===== config.mk =====
export PLATFORM = sky130hd
export DESIGN_NAME = luhn_card_number_classifier
export DESIGN_NICKNAME = d
export VERILOG_FILES = /design/src/sv/luhn_pkg.sv /design/src/sv/luhn_bcd_conv.sv /design/src/sv/luhn_digit_acc.sv /design/src/sv/luhn_card_number_classifier.sv
export SDC_FILE = /design/constraint.sdc
export NUM_CORES = 1
export LEC_CHECK = 0
export BUFFER_PORTS_ARGS = -buffer_cell sky130_fd_sc_hd__buf_2
export CORE_AREA = 2 2 191 193
export CTS_BUF_LIST = sky130_fd_sc_hd__clkbuf_8 sky130_fd_sc_hd__clkbuf_16
export DETAILED_ROUTE_END_ITERATION = 10
export DIE_AREA = 0 0 193 195
export HOLD_SLACK_MARGIN = 0.1
export PLACE_DENSITY = 0.76
export REMOVE_ABC_BUFFERS = 1
export SYNTH_ARGS = -nofsm -noshare
export SYNTH_HDL_FRONTEND = slang
export SYNTH_SLANG_ARGS = --single-unit

===== constraint.sdc =====
create_clock -name i_clk -period 10.79 [get_ports i_clk]
set_clock_uncertainty 0.2 [all_clocks]
set_input_delay 1.6185 -clock i_clk [delete_from_list [all_inputs] [get_ports i_clk]]
set_output_delay 1.6185 -clock i_clk [all_outputs]
set_load 0.05 [all_outputs]

===== src/sv/luhn_pkg.sv =====
// ============================================================================
// luhn_pkg
// Shared types, constants and helper functions for the Luhn card classifier.
// ============================================================================
`default_nettype none

package luhn_pkg;

    // input and digit sizes
    localparam int CARD_W     = 63;
    localparam int BIN_W      = 64;
    localparam int DIGIT_W    = 4;
    localparam int BCD_DIGITS = 19;
    localparam int BCD_W      = BCD_DIGITS * DIGIT_W;
    localparam int COUNT_W    = 5;
    localparam int SUM_W      = 4;
    localparam int BRAND_W    = 2;

    // conversion unit: bits shifted in per cycle and number of cycles
    localparam int CONV_BITS  = 4;
    localparam int CONV_STEPS = BIN_W / CONV_BITS;
    localparam int CONV_CNT_W = $clog2(CONV_STEPS);

    localparam int DEFAULT_MAX_DIGITS = 19;

    // brand codes
    localparam logic [BRAND_W-1:0] BRAND_INVALID    = 2'd0;
    localparam logic [BRAND_W-1:0] BRAND_AMEX       = 2'd1;
    localparam logic [BRAND_W-1:0] BRAND_MASTERCARD = 2'd2;
    localparam logic [BRAND_W-1:0] BRAND_VISA       = 2'd3;

    // brand prefixes and lengths
    localparam logic [DIGIT_W-1:0] AMEX_LEAD   = 4'd3;
    localparam logic [DIGIT_W-1:0] AMEX_NEXT_A = 4'd4;
    localparam logic [DIGIT_W-1:0] AMEX_NEXT_B = 4'd7;
    localparam logic [DIGIT_W-1:0] MC_LEAD     = 4'd5;
    localparam logic [DIGIT_W-1:0] MC_NEXT_LO  = 4'd1;
    localparam logic [DIGIT_W-1:0] MC_NEXT_HI  = 4'd5;
    localparam logic [DIGIT_W-1:0] VISA_LEAD   = 4'd4;
    localparam logic [COUNT_W-1:0] AMEX_LEN    = 5'd15;
    localparam logic [COUNT_W-1:0] MC_LEN      = 5'd16;
    localparam logic [COUNT_W-1:0] VISA_LEN_A  = 5'd13;
    localparam logic [COUNT_W-1:0] VISA_LEN_B  = 5'd16;

    // sequencer states
    typedef enum logic [1:0] {
        ST_IDLE,
        ST_CONV,
        ST_PEEL
    } t_state;

    // status from the digit accumulator
    typedef struct packed {
        logic                rest_nz;
        logic [COUNT_W-1:0]  count;
        logic [SUM_W-1:0]    sum_mod;
        logic [DIGIT_W-1:0]  top;
        logic [DIGIT_W-1:0]  below;
    } t_acc_status;

    // luhn weight of one digit: odd positions are doubled and folded
    function automatic logic [DIGIT_W-1:0] digit_weight(
        input logic [DIGIT_W-1:0] d,
        input logic               odd
    );
        logic [DIGIT_W:0] dbl;
        dbl = {d, 1'b0};
        if (!odd) begin
            return d;
        end else if (dbl > 5'd9) begin
            return DIGIT_W'(dbl - 5'd9);
        end else begin
            return dbl[DIGIT_W-1:0];
        end
    endfunction

    // brand from the two leading digits and the digit count
    function automatic logic [BRAND_W-1:0] pick_brand(
        input logic [DIGIT_W-1:0] lead1,
        input logic [DIGIT_W-1:0] lead2,
        input logic [COUNT_W-1:0] count
    );
        if (lead1 == AMEX_LEAD && (lead2 == AMEX_NEXT_A || lead2 == AMEX_NEXT_B)
                && count == AMEX_LEN) begin
            return BRAND_AMEX;
        end else if (lead1 == MC_LEAD && lead2 inside {[MC_NEXT_LO:MC_NEXT_HI]}
                && count == MC_LEN) begin
            return BRAND_MASTERCARD;
        end else if (lead1 == VISA_LEAD && (count == VISA_LEN_A || count == VISA_LEN_B)) begin
            return BRAND_VISA;
        end else begin
            return BRAND_INVALID;
        end
    endfunction

endpackage

`default_nettype wire


===== src/sv/luhn_bcd_conv.sv =====
// ============================================================================
// luhn_bcd_conv
// Iterative binary to BCD converter (shift and add-3), four bits per cycle.
// ============================================================================
`default_nettype none

module luhn_bcd_conv
    import luhn_pkg::*;
(
    input  wire logic              i_clk,
    input  wire logic              i_rst_n,
    input  wire logic              i_start,
    input  wire logic [CARD_W-1:0] i_value,
    output logic                   o_done,
    output logic [BCD_W-1:0]       o_bcd
);

    logic [BIN_W-1:0]      r_bin, n_bin;
    logic [BCD_W-1:0]      r_bcd, n_bcd;
    logic [CONV_CNT_W-1:0] r_cnt;
    logic                  r_run;
    logic                  r_done;

    // four shift and add-3 steps on the bcd digits
    always_comb begin
        logic [BCD_W-1:0] bcd;
        logic [BIN_W-1:0] bin;
        bcd = r_bcd;
        bin = r_bin;
        for (int s = 0; s < CONV_BITS; s++) begin
            for (int k = 0; k < BCD_DIGITS; k++) begin
                if (bcd[k*DIGIT_W +: DIGIT_W] >= 4'd5) begin
                    bcd[k*DIGIT_W +: DIGIT_W] = bcd[k*DIGIT_W +: DIGIT_W] + 4'd3;
                end
            end
            bcd = {bcd[BCD_W-2:0], bin[BIN_W-1]};
            bin = {bin[BIN_W-2:0], 1'b0};
        end
        n_bcd = bcd;
        n_bin = bin;
    end

    // step counter and done pulse
    always_ff @(posedge i_clk) begin
        if (!i_rst_n) begin
            r_run  <= 1'b0;
            r_done <= 1'b0;
            r_cnt  <= '0;
        end else begin
            r_done <= 1'b0;
            if (i_start) begin
                r_run <= 1'b1;
                r_cnt <= '0;
            end else if (r_run) begin
                r_cnt <= r_cnt + 1'b1;
                if (r_cnt == CONV_CNT_W'(CONV_STEPS - 1)) begin
                    r_run  <= 1'b0;
                    r_done <= 1'b1;
                end
            end
        end
    end

    // datapath registers
    always_ff @(posedge i_clk) begin
        if (i_start) begin
            r_bin <= BIN_W'(i_value);
            r_bcd <= '0;
        end else if (r_run) begin
            r_bin <= n_bin;
            r_bcd <= n_bcd;
        end
    end

    assign o_done = r_done;
    assign o_bcd  = r_bcd;

endmodule

`default_nettype wire


===== src/sv/luhn_digit_acc.sv =====
// ============================================================================
// luhn_digit_acc
// Peels one bcd digit per cycle while i_step is high and keeps the Luhn sum, count and leading digits.
// ============================================================================
`default_nettype none

module luhn_digit_acc
    import luhn_pkg::*;
(
    input  wire logic             i_clk,
    input  wire logic             i_load,
    input  wire logic             i_step,
    input  wire logic [BCD_W-1:0] i_bcd,
    output t_acc_status           o_status
);

    logic [BCD_W-1:0]   r_rest;
    logic [COUNT_W-1:0] r_count;
    logic [SUM_W-1:0]   r_sum;
    logic [DIGIT_W-1:0] r_top;
    logic [DIGIT_W-1:0] r_below;
    logic [DIGIT_W-1:0] digit;
    logic [DIGIT_W-1:0] weight;
    logic [SUM_W:0]     sum_raw;
    logic [SUM_W-1:0]   n_sum;

    // weight of the low digit and running sum modulo 10
    assign digit   = r_rest[DIGIT_W-1:0];
    assign weight  = digit_weight(digit, r_count[0]);
    assign sum_raw = {1'b0, r_sum} + {1'b0, weight};
    assign n_sum   = (sum_raw >= 5'd10) ? SUM_W'(sum_raw - 5'd10) : sum_raw[SUM_W-1:0];

    // accumulator registers
    always_ff @(posedge i_clk) begin
        if (i_load) begin
            r_rest  <= i_bcd;
            r_count <= '0;
            r_sum   <= '0;
            r_top   <= '0;
            r_below <= '0;
        end else if (i_step) begin
            r_rest  <= {{DIGIT_W{1'b0}}, r_rest[BCD_W-1:DIGIT_W]};
            r_count <= r_count + 1'b1;
            r_sum   <= n_sum;
            r_below <= r_top;
            r_top   <= digit;
        end
    end

    assign o_status.rest_nz = |r_rest;
    assign o_status.count   = r_count;
    assign o_status.sum_mod = r_sum;
    assign o_status.top     = r_top;
    assign o_status.below   = r_below;

endmodule

`default_nettype wire


===== src/sv/luhn_card_number_classifier.sv =====
// ============================================================================
// luhn_card_number_classifier
// Luhn check and brand classification of a binary card number.
//
//   channel   signals                                  direction
//   request   start, busy (out), i_card_number         in
//   result    o_valid, o_brand, o_luhn_ok, o_digit_count  out
//
// A request runs the binary to bcd conversion, a load step, then one peel
// step per digit (up to MAX_DIGITS) and a closing step. The conversion unit
// shifts four bits a cycle and the accumulator peels one digit a cycle.
// start is taken only in idle; busy is high from acceptance until the result
// strobe. o_valid is high for one cycle and the receiver cannot stall it.
// Reset is synchronous and active low; it returns the sequencer to idle.
// ============================================================================
`default_nettype none

module luhn_card_number_classifier
    import luhn_pkg::*;
#(
    parameter int MAX_DIGITS = DEFAULT_MAX_DIGITS
) (
    input  wire logic               i_clk,
    input  wire logic               i_rst_n,
    input  wire logic               start,
    output logic                    busy,
    input  wire logic [CARD_W-1:0]  i_card_number,
    output logic                    o_valid,
    output logic [BRAND_W-1:0]      o_brand,
    output logic                    o_luhn_ok,
    output logic [COUNT_W-1:0]      o_digit_count
);

    t_state             r_state, n_state;
    logic               conv_start;
    logic               conv_done;
    logic [BCD_W-1:0]   conv_bcd;
    logic               acc_load;
    logic               acc_step;
    t_acc_status        acc_st;
    logic               finish;
    logic               n_ok;
    logic [BRAND_W-1:0] n_brand;
    logic               r_valid;
    logic [BRAND_W-1:0] r_brand;
    logic               r_ok;
    logic [COUNT_W-1:0] r_count;

    luhn_bcd_conv u_conv (
        .i_clk   (i_clk),
        .i_rst_n (i_rst_n),
        .i_start (conv_start),
        .i_value (i_card_number),
        .o_done  (conv_done),
        .o_bcd   (conv_bcd)
    );

    luhn_digit_acc u_acc (
        .i_clk    (i_clk),
        .i_load   (acc_load),
        .i_step   (acc_step),
        .i_bcd    (conv_bcd),
        .o_status (acc_st)
    );

    // state register
    always_ff @(posedge i_clk) begin
        if (!i_rst_n) begin
            r_state <= ST_IDLE;
        end else begin
            r_state <= n_state;
        end
    end

    // next state and unit controls
    always_comb begin
        n_state    = r_state;
        conv_start = 1'b0;
        acc_load   = 1'b0;
        acc_step   = 1'b0;
        finish     = 1'b0;
        case (r_state)
            ST_IDLE: begin
                if (start) begin
                    conv_start = 1'b1;
                    n_state    = ST_CONV;
                end
            end
            ST_CONV: begin
                if (conv_done) begin
                    acc_load = 1'b1;
                    n_state  = ST_PEEL;
                end
            end
            ST_PEEL: begin
                if (acc_st.rest_nz && acc_st.count < COUNT_W'(MAX_DIGITS)) begin
                    acc_step = 1'b1;
                end else begin
                    finish  = 1'b1;
                    n_state = ST_IDLE;
                end
            end
            default: begin
                n_state = ST_IDLE;
            end
        endcase
    end

    // classify on the closing cycle
    always_comb begin
        n_ok    = !acc_st.rest_nz && (acc_st.sum_mod == '0);
        n_brand = BRAND_INVALID;
        if (n_ok && acc_st.count >= 5'd2) begin
            n_brand = pick_brand(acc_st.top, acc_st.below, acc_st.count);
        end
    end

    // result strobe
    always_ff @(posedge i_clk) begin
        if (!i_rst_n) begin
            r_valid <= 1'b0;
        end else begin
            r_valid <= finish;
        end
    end

    // result payload
    always_ff @(posedge i_clk) begin
        if (finish) begin
            r_brand <= n_brand;
            r_ok    <= n_ok;
            r_count <= acc_st.count;
        end
    end

    assign busy          = (r_state != ST_IDLE);
    assign o_valid       = r_valid;
    assign o_brand       = r_brand;
    assign o_luhn_ok     = r_ok;
    assign o_digit_count = r_count;

endmodule

`default_nettype wire

==> metrics.yaml <==
outcome: "finished, final reports clean"
grt_max_degree: 130
cp.required_ps: 11040
area_growth_pct: 8.10
setup_violations: 0
num_antenna_cells: 0
synth_compound_area_share_pct: 26.9
rsz0062_at_grt: "no"
final-hold-violation-count: 0
cp-end-kind: "flop"
finalCriticalPeriod_ps: 4360
cpMostUsedCell: "ha_1"
avgSynthCellArea_sq_um: 8.06
synth_mux_area_share_pct: 5.30
ant_nets: 0
fp.dieArea_sq_mm: 0.0376
netlist.area_leader.share_pct: 22.8
critPathLaunchType: "flop"
synth_area_sq_mm: 0.0193
drv_slew: 0
grt_pass1_vias: 17027
drt-total-wl_um: 49200
avgViaCountPerCell: 6.20
ff2ff_path_depth: 19
start_util_pct: 54.7
hold_path.class: "flop to flop"
hold_buffers: 0
grt_overflow: 0
synth_top_family_by_area: "compound AO/OA/AOI/OAI gates"
min_to: "u_acc.r_top[2]$_SDFFE_PP0P_"
drive_above_1_share_pct: 10.5
ys_seq_elements: 250
relSlewSlack_pct: 26.0
grt_pass1_wl_um: 81600
rr_startpoint: "u_conv.o_bcd[73]$_SDFFE_PP0P_"
ios: 76
slowest_stage: "a31oi_1"
avgRoutedWirePerCell_um: 16.9
synthTopCellsByArea: "edfxtp_1, dfxtp_1, nand2_1"
maxCapViolations: 0
finalNetCount: 2577
synth_top_area_cell: "edfxtp_1"
num_vias: 17998
grt_antenna_before_repair: 1
synthXorXnorAreaFrac_pct: 1.18
synth-simple-area-share_pct: 23.0
root_buffer: "clkbuf_16"
ys_seq_area_share_pct: 33.5
postCtsSetupRepairBufs: 0
route.detailed.drc: 0
rrSetupSlack_ps: 6430
portBuffers: 75
dp_hpwl_um: 35300
synthArstFlopShare_pct: 0
cts_htree_levels: 1
die_h_um: 195
drt_iter0_markers: 1338
hold_depth: 2
ys_warn_count: 0
min_from: "u_acc.r_top[2]$_SDFFE_PP0P_"
clkTransAtPathRegs_ps: 60
setup_tns_ps: 0
reg2reg_to: "u_conv.o_bcd[73]$_SDFFE_PP0P_"
synthAdderAreaFrac_pct: 5.80
fillers: 3174
core_region_area_sq_mm: 0.0354
synth_edf_count: 147
grt.total_usage_pct: 25.8
cts_tree: "built"
critPathMaxFanout: 6
synth_ff_type: "edfxtp_1"
max-clock-path-buffers: 3
max_freq_ghz: 0.229
crit_arrival_ps: 4610
finalWeightedCongestion: 0.916
synthCells: 2401
slowest_delay_ps: 390
tightest_slew_ps: 1110
worstPathCellList: "inv_1, ha_1, nand2b_1, a21oi_1, xnor2_1, inv_1, ha_1, o21ai_0, a31oi_1, inv_1, ha_1, o21ai_0, a21oi_1, a31oi_1, ha_1, nor2b_1, o311ai_0, and3_1, a2111oi_1"
critical_path_class: "flop to flop"
first_pass_iters: 6
dieWidth_um: 193
clock-sinks: 250
rows: 69
cts_resized: 0
fin_crit_sh_pct: 40.4
crit_start: "u_conv.o_bcd[73]$_SDFFE_PP0P_"
synth_cell_types: 97
cts_made_buffers: 27
worst_skew_pair.late_latency_ps: 560
==> synth_stat cells, types with 17 or more instances <==
cell type,n
a211o_1,21
a211oi_1,53
a21o_1,17
a21oi_1,103
a2bb2oi_1,19
a31oi_1,17
and2_1,42
buf_2,18
clkbuf_1,69
dfxtp_1,103
edfxtp_1,147
ha_1,88
inv_1,120
mux2_2,28
mux2i_1,68
nand2_1,471
nand2b_1,30
nand3_1,41
nor2_1,147
nor3_1,56
nor4_1,26
o211ai_1,23
o21a_1,45
o21ai_0,229
o21ai_1,37
o22ai_1,18
or2_2,27
or3_1,24
xnor2_1,18
==> flip-flops by register name, summed over array words and instances, names as in the netlist <==
register / count
u_acc.r_sum: 4
o_brand: 2
r_state: 2
u_acc.r_count: 5
u_acc.r_rest: 76
u_conv.r_bin: 64
u_conv.o_bcd: 76
u_acc.r_top: 4
o_valid: 1
u_conv.r_run: 1
u_conv.r_cnt: 4
u_acc.r_below: 4
o_luhn_ok: 1
o_digit_count: 5
u_conv.o_done: 1
==> critical path: cells and delay by family, from the launching register on <==
kind / cells / cell delay [ps]
AOI/OAI and AO/OA: 8 / 1830
adders and majority gates: 4 / 870
and+or+nand+nor: 3 / 490
buffers and inverters: 3 / 390
DFF: 1 / 300
xor gates and xnor gates: 1 / 160
==> cell families after synthesis <==
| family | after synthesis |
|---|---|
| AND/OR/NAND/NOR | 961 |
| AO/OA/AOI/OAI | 759 |
| flip-flops | 250 |
| buffers and inverters | 218 |
| multiplexers | 98 |
| adder cells (fa/ha/maj) | 89 |
| XOR/XNOR | 26 |
==> routing by layer <==
metal | global-route usage [%] | vias up | wire (um)
met2 | 43.5 | 537 | 23500
met4 | 6.29 | 0 | 1010
met3 | 3.04 | 91 | 2790
li1 | - | 8853 | -
met5 | 0 | - | 0
met1 | 35.2 | 8517 | 21900
==> metrics by stage <==
step | instances | cell area (sq um) | util (%) | setup WS [ps] | hold slack (ps)
after floorplan | 2309 | 19000 | - | 4560 | 248
after global placement | 2854 | 20000 | 56.5 | 6800 | 264
after CTS | 2904 | 20900 | 59.1 | 6510 | 293
after detailed placement | 2854 | 20000 | 56.5 | 6520 | 283
after global routing | 2904 | 20900 | 59.1 | 6110 | 332
final | 2904 | 20900 | 59.1 | 6430 | 294
==> placed cells by master, fill, tap and decap left out, types with 41 or more instances in the layout <==
master | Yosys | final
a211oi_1 | 53 | 53
a21oi_1 | 103 | 103
and2_1 | 42 | 41
buf_2 | 18 | 75
dfxtp_1 | 103 | 102
edfxtp_1 | 147 | 147
ha_1 | 88 | 88
inv_1 | 120 | 127
mux2i_1 | 68 | 68
nand2_1 | 471 | 470
nand3_1 | 41 | 41
nor2_1 | 147 | 144
nor3_1 | 56 | 56
o21a_1 | 45 | 45
o21ai_0 | 229 | 229
==> cell type report <==
type / count / area, sq um / share of cell area, %
multi-input cells: 1933 / 12000 / 57.6
repair buffers: 84 / 443 / 2.12
clock inverters: 19 / 150 / 0.718
clock buffers: 31 / 753 / 3.60
inverters: 126 / 473 / 2.26
flip-flops and latches: 250 / 6480 / 31.0
well taps: 461 / 577 / 2.76
==> worst max-delay path by stage <==
stage,endpoint
finish,u_conv.o_bcd[73]$_SDFFE_PP0P_
global route,u_conv.o_bcd[74]$_SDFFE_PP0P_
CTS,u_conv.o_bcd[74]$_SDFFE_PP0P_
detailed placement,u_conv.o_bcd[74]$_SDFFE_PP0P_
global placement,u_conv.o_bcd[74]$_SDFFE_PP0P_
floorplan,u_conv.o_bcd[58]$_SDFFE_PP0P_
Power is not shown: default switching activity piles up to over one toggle a cycle in this logic, so the estimate is an artifact.
